$ cat config.mk
export PLATFORM = sky130hd
export DESIGN_NAME = fxalu_mul
export DESIGN_NICKNAME = d
export VERILOG_FILES = /design/src/fxalu_pkg.sv /design/src/fxalu_mul.sv
export SDC_FILE = /design/constraint.sdc
export NUM_CORES = 2
export LEC_CHECK = 0
export ABC_CLOCK_PERIOD_IN_PS = 13400
export BUFFER_PORTS_ARGS = -buffer_cell sky130_fd_sc_hd__buf_2
export CORE_MARGIN = 2
export CORE_UTILIZATION = 65
export CTS_BUF_LIST = sky130_fd_sc_hd__clkbuf_16
export DETAILED_ROUTE_END_ITERATION = 16
export PLACE_DENSITY = 0.82
export SYNTH_ARGS = -nofsm -noshare
export SYNTH_HDL_FRONTEND = slang
export SYNTH_SLANG_ARGS = --single-unit
$ cat constraint.sdc
create_clock -name i_clk -period 13.4 [get_ports i_clk]
set_input_delay 2.68 -clock i_clk [delete_from_list [all_inputs] [get_ports i_clk]]
set_output_delay 2.68 -clock i_clk [all_outputs]
set_load 0.03 [all_outputs]
$ cat src/fxalu_pkg.sv
package fxalu_pkg;

    localparam int unsigned FracBitsDefault = 14;
    localparam int unsigned WordBits        = 32;
    localparam int unsigned ProdBits        = 64;

    // Opcode codes carried in the kind field.
    typedef enum logic [3:0] {
        K_ITOF       = 4'd0,
        K_FTOI_TRUNC = 4'd1,
        K_FTOI_ROUND = 4'd2,
        K_ADD        = 4'd3,
        K_SUB        = 4'd4,
        K_ADD_INT    = 4'd5,
        K_SUB_INT    = 4'd6,
        K_MUL        = 4'd7,
        K_MUL_INT    = 4'd8,
        K_DIV        = 4'd9,
        K_DIV_INT    = 4'd10
    } t_kind;

    typedef struct packed {
        logic [3:0]         kind;
        logic signed [31:0] operand_a;
        logic signed [31:0] operand_b;
    } t_in;

    typedef struct packed {
        logic signed [31:0] result;
        logic               divide_by_zero;
    } t_out;

    // Operation routing decided at the front of the pipeline.
    typedef struct packed {
        logic is_mul;
        logic is_div;
        logic is_simple;
        logic div_zero;
    } t_route;

endpackage

$ cat src/fxalu_mul.sv
// Pipelined signed multiplier built from four 16x16 partial products, plus a
// shift stage that divides by 2^FRAC_BITS truncating toward zero, or keeps the low word.
module fxalu_mul #(
    parameter int unsigned FRAC_BITS = fxalu_pkg::FracBitsDefault
) (
    input  logic               i_clk,
    input  logic               i_rst_n,
    input  logic               i_valid,
    input  logic signed [31:0] i_a,
    input  logic signed [31:0] i_b,
    input  logic               i_scale,
    output logic               o_valid,
    output logic [31:0]        o_result
);
    logic [1:0]         r_v;
    logic [63:0]        r_ll, r_lh, r_hl;
    logic [31:0]        r_hh_unused_free;
    logic               r_neg1, r_scale1;
    logic [63:0]        r_prod;
    logic               r_scale2;
    logic [31:0]        r_res;
    logic               r_v3;
    logic [31:0]        ua, ub;
    logic [63:0]        n_prod;
    logic signed [63:0] sp;
    logic signed [63:0] sp_adj;

    // Magnitudes split in 16-bit halves; the sign is applied after summing.
    assign ua = i_a[31] ? (~i_a + 32'd1) : i_a;
    assign ub = i_b[31] ? (~i_b + 32'd1) : i_b;

    // Stage 1: partial products of the magnitudes, each 32 bits wide.
    always_ff @(posedge i_clk) begin
        r_ll             <= {32'd0, {16'd0, ua[15:0]} * {16'd0, ub[15:0]}};
        r_lh             <= {32'd0, {16'd0, ua[15:0]} * {16'd0, ub[31:16]}};
        r_hl             <= {32'd0, {16'd0, ua[31:16]} * {16'd0, ub[15:0]}};
        r_hh_unused_free <= {16'd0, ua[31:16]} * {16'd0, ub[31:16]};
        r_neg1           <= i_a[31] ^ i_b[31];
        r_scale1         <= i_scale;
    end

    // Stage 2: sum the partial products and restore the sign.
    assign n_prod = r_ll + (r_lh << 16) + (r_hl << 16) + {r_hh_unused_free, 32'd0};
    always_ff @(posedge i_clk) begin
        r_prod   <= r_neg1 ? (~n_prod + 64'd1) : n_prod;
        r_scale2 <= r_scale1;
    end

    // Stage 3: divide by 2^FRAC_BITS toward zero, or keep the low word.
    assign sp     = $signed(r_prod);
    assign sp_adj = sp + (sp[63] ? ((64'sd1 <<< FRAC_BITS) - 64'sd1) : 64'sd0);
    always_ff @(posedge i_clk) begin
        r_res <= r_scale2 ? 32'(sp_adj >>> FRAC_BITS) : r_prod[31:0];
    end

    always_ff @(posedge i_clk) begin
        if (!i_rst_n) begin
            r_v  <= '0;
            r_v3 <= 1'b0;
        end else begin
            r_v  <= {r_v[0], i_valid};
            r_v3 <= r_v[1];
        end
    end

    assign o_valid  = r_v3;
    assign o_result = r_res;
endmodule

; After elaboration in Yosys (flattened, before gate mapping)
; Index checks and enable logic that the tools add are counted.
[word_totals]
register_bits = 230
in_bits = 68
out_inout_bits = 33
elab_cells = 31
[classes]
n_addsub = 7
n_mul = 4
muxes = 5
bitwise = 4
[op_table]
columns = op, n
row1 = multiplier 16 x 16 -> 32 bit, 4
row2 = two-way mux 32 bit, 3
row3 = "adder 32 x 1 -> 32 bit, second input constant", 2
row4 = adder 50 x 64 -> 64 bit, 1
row5 = "adder 64 x 1 -> 64 bit, second input constant", 1
row6 = two-way mux 64 bit, 1
row7 = inverter 32 bit, 2
row8 = inverter 64 bit, 1
row9 = adder 49 x 48 -> 50 bit, 1
row10 = adder 32 x 48 -> 49 bit, 1
row11 = adder 46 x 15 -> 46 bit, 1
row12 = two-way mux 14 bit, 1
row13 = bitwise XOR 1 bit, 1

; Longest topological paths before layout
[logic_depth]
ltp_word = 6
ltp_mapped = 37
ltp_nobuf = 34

; Worst setup path before layout
; Ideal clock, no wire load.
[synth_timing]
kind = input -> register
from = in i_a[0]
to = reg r_hh_unused_free[31]
setup_time_ps = 72
t_arrival_ps = 11771
required_time_ps = 13328
path_slack_ps = 1557
path_stages = 37
path_buffers = 4
path_cell_list = clkbuf_1 -> clkinv_1 -> clkbuf_1 -> ha_1 -> nand2_1 -> or4_1 -> or4_1 -> or4_1 -> or3_1 -> inv_1 -> nand2_1 -> o21ai_1 -> xnor2_1 -> clkbuf_1 -> nand2_1 -> fa_1 -> fa_1 -> inv_1 -> fa_1 -> fa_1 -> fa_1 -> inv_1 -> fa_1 -> inv_1 -> ha_1 -> clkbuf_1 -> and2_1 -> or2_2 -> a21oi_1 -> o21bai_1 -> a21o_1 -> a21o_1 -> o41ai_1 -> o211ai_1 -> a31o_2 -> a21oi_1 -> xnor2_1
[synth_via]
elab_chain_len = 4
[synth_rtl]
columns = item, line_no
row1 = from (decl), fxalu_mul.sv:9  ; input logic signed [31:0] i_a,
row2 = inverter 32 bit, fxalu_mul.sv:29  ; assign ua = i_a[31] ? (~i_a + 32'd1) : i_a;
row3 = adder 32 x 1 -> 32 bit, fxalu_mul.sv:29
row4 = two-way mux 32 bit, fxalu_mul.sv:29
row5 = multiplier 16 x 16 -> 32 bit, fxalu_mul.sv:37  ; r_hh_unused_free <= {16'd0, ua[31:16]} * {16'd0, ub[31:16]};
row6 = to (signal assigned), fxalu_mul.sv:37
row7 = to (decl), fxalu_mul.sv:17  ; logic [31:0] r_hh_unused_free;
; Every way passes these cells.
; A chain may end at the register's enable or synchronous reset.

; Worst setup path after layout
[layout_timing]
from = in i_a[3]
to = reg r_hh_unused_free[27]
; The elaborated chain is that of the path after synthesis.

==> summary.md <==
| Metric | Value |
|---|---|
| Outcome | `finished, final reports clean` |
| Via density per instance | `5.98` |
| Max-Cap Viols | `0` |
| Final RePlAce weighted congestion | `around 1.0` |
| Share of cells above drive strength 1 | `0.0730` |
| Via count | `about 36000` |
| Crit. End Element | `register` |
| Post-Syn Nets | `~6300` |
| Clk sink count | `approximately 210` |
| Final core area utilization | `0.706` |
| Synthesis Warnings | `0` |
| Most used cell, CP | `fa_1` |
| CTS max path bufs | `3` |
| DRT iter0 DRCs | `3394` |
| Synth top area cells | `fa_1 37%, ha_1 13%, dfxtp_1 9.8%` |
| Register area | `about 4300 um2` |
| Hold Path Origin | `r_scale1` |
| Crit-path max FO | `17` |
| Die height | `approximately 260 um` |
| Multi-input gate area | `35300 um2` |
| Vias in the first global route | `approximately 37000` |
| Ports | `around 100` |
| Die width | `about 260 um` |
| WP data required | `about 14 ns` |
| Global-route wire length before repair | `~200000 um` |
| Asr flop ratio synth | `0` |
| ANT nets after route | `0` |
| Final WL | `132000 um` |
| Fillers | `around 5000` |
| Library cells used by synthesis | `between 80 and 90` |
| Post-synthesis cell count | `roughly 5000` |
| Hold Crit Class | `reg -> reg` |
| Slowest CP cell | `fa_1` |
| Postcts setup bufs | `0` |
| Router iterations before antenna repair | `6` |
| Die ar. | `between 60000 and 70000 um2` |
| Worst skew pair latency | `around 0.57 ns` |
| Setup TNS Final | `0 ns` |
| Cell Area, Synth | `roughly 43000 um2` |
| Effective utilization at floorplan | `0.659` |
| Largest net degree at the start of global routing | `between 60 and 70` |
| Post-CTS Hold Buffers | `0` |
| Final Hold Viols | `0` |
| Clk slew on worst S/H paths | `around 0.060 ns` |
| Launch point of the worst path | `i_a[3]` |
| Synth Flop Type | `dfxtp_1` |
| Synth area leader | `fa_1` |
| Initial antenna violation count | `12` |
| Root Buffer | `clkbuf_16` |
| PortBufs | `100` |
| DRC Markers | `0` |
| Post-cts resize count | `0` |
| RSZ-0062 raised after global routing | `false` |
| Yosys reg bits | `213` |
| Fmax | `around 85 MHz` |
| Slew @ Worst Pin | `approximately 1.4 ns` |
| Detail Placement HPWL | `106000 um` |
| Gr usage total | `0.389` |
| Seq/Total Area, Yosys | `0.0981` |
| CTS tree | `done` |
| Core area | `around 66000 um2` |
| H-tree levels | `1` |
| # rows | `94` |
| Reg2reg start | `r_ll[17]` |
| Area fraction of the dominant cell type after synthesis | `0.373` |
| Max Clock Skew | `roughly 0.011 ns` |
| GRT Residual Overflow | `0` |
| Fin crit share | `0.882` |
| Min cycle time layout | `roughly 12 ns` |
| Routed WL per cell | `22.2 um` |
| Arr. time, crit path | `around 12 ns` |
| Slowest Stage Delay on Critical Path | `between 0.5 and 0.6 ns` |
| CTS buffer count | `25` |
| Startpoint types | `input pin` |
| Slew Limit Fails | `0` |
| Nets | `6417` |
| Layout area overhead | `7.15%` |
| Count leader, synth | `inv_1` |
| Max_slew headroom | `0.0870` |
| Final setup fails | `0` |
| Top post-synthesis cells by count | `961 x inv_1, 809 x fa_1, 659 x nand2_1` |
| Post-synth EDFFs | `0` |
| Mapped Avg Cell Area | `just under 9 um2` |
| Critical path class | `in -> reg` |
==> path summary, 6_finish.rpt <==
path	to	slack, ns	cells past startpoint
setup / recovery	r_hh_unused_free[27]	1.58	33
hold / removal	r_scale2	0.33	0
setup reg to reg	r_prod[63]	8.10	14
hold reg to reg	r_scale2	0.33	0
==> critical path: cells and delay by family <==
kind / cells / cell delay (ns)
xor+xnor: 2 / 0.39
compound gates: 9 / 2.03
fa+ha+maj: 7 / 3.41
buf+inv: 7 / 1.02
simple gates: 8 / 2.74
==> state kept, by name, summed over array words and instances (netlist names) <==
| register | count |
|---|---|
| o_result | 32 |
| o_valid | 1 |
| r_hh_unused_free | 32 |
| r_hl | 32 |
| r_lh | 32 |
| r_ll | 32 |
| r_neg1 | 1 |
| r_prod | 47 |
| r_scale1 | 1 |
| r_scale2 | 1 |
| r_v | 2 |
==> cell families (layout without fill, tap and decap cells) <==
group	Yosys count	count (layout)	share of synthesized area
AO/OA/AOI/OAI	520	520	0.0802
other	0	4	0
adder cells (fa/ha/maj)	1273	1273	0.506
buffers and inverters	1152	1242	0.0999
XOR/XNOR	323	323	0.0652
AND/OR/NAND/NOR	1516	1516	0.149
multiplexers	7	7	0.00164
flip-flops	213	213	0.0981
==> placed cells by master (no fill, tap or decap), types with 8 or more instances in the layout <==
cell type,n
inv_1,966
fa_1,809
nand2_1,659
nor2_1,565
ha_1,464
dfxtp_1,212
xnor2_1,176
buf_4,135
a21oi_1,132
xor2_1,104
buf_2,100
o21ai_0,82
a21o_1,79
nand3_1,48
o31ai_1,34
o21a_1,34
nor3_1,30
or3_1,26
and3_1,25
clkbuf_16,25
o21bai_1,24
and2_1,23
a211oi_1,23
nand2b_1,21
xnor2_2,20
or2_2,16
nor2b_1,15
xor2_2,14
nand4_1,14
or4_1,13
o211ai_1,12
nor4_1,11
a31oi_1,11
nor2_2,10
o41ai_1,10
o31a_1,8
==> metrics by stage <==
stage	cell area [um2]	setup WS (ns)	instances	hold WS, ns
after floorplan	43500	1.56	5004	0.310
after global placement	45800	1.36	5913	0.326
after detailed placement	45800	1.14	5913	0.316
after CTS	46600	1.74	5958	0.334
after global routing	46600	1.19	5962	0.345
final	46600	1.58	5962	0.332
==> metal layers <==
metal,GRT usage,part of all wire,up-vias
li1,-,-,15561
met3,0.146,0.15,641
met2,0.596,0.42,2312
met5,0.0111,0.0012,-
met4,0.217,0.073,12
met1,0.476,0.36,17153
==> final cells by class <==
| type | count | share of cell area |
|---|---|---|
| Multi-Input combinational cell | 3639 | 0.758 |
| Sequential cell | 213 | 0.0916 |
| Inverter | 962 | 0.0775 |
| Timing Repair Buffer | 235 | 0.0325 |
| Tap cell | 864 | 0.0232 |
| Clock buffer | 25 | 0.0134 |
| Clock inverter | 20 | 0.00392 |
| Antenna cell | 4 | 0.000215 |
Power is not shown: default switching activity piles up to over one toggle a cycle in this logic, so the estimate is an artifact.
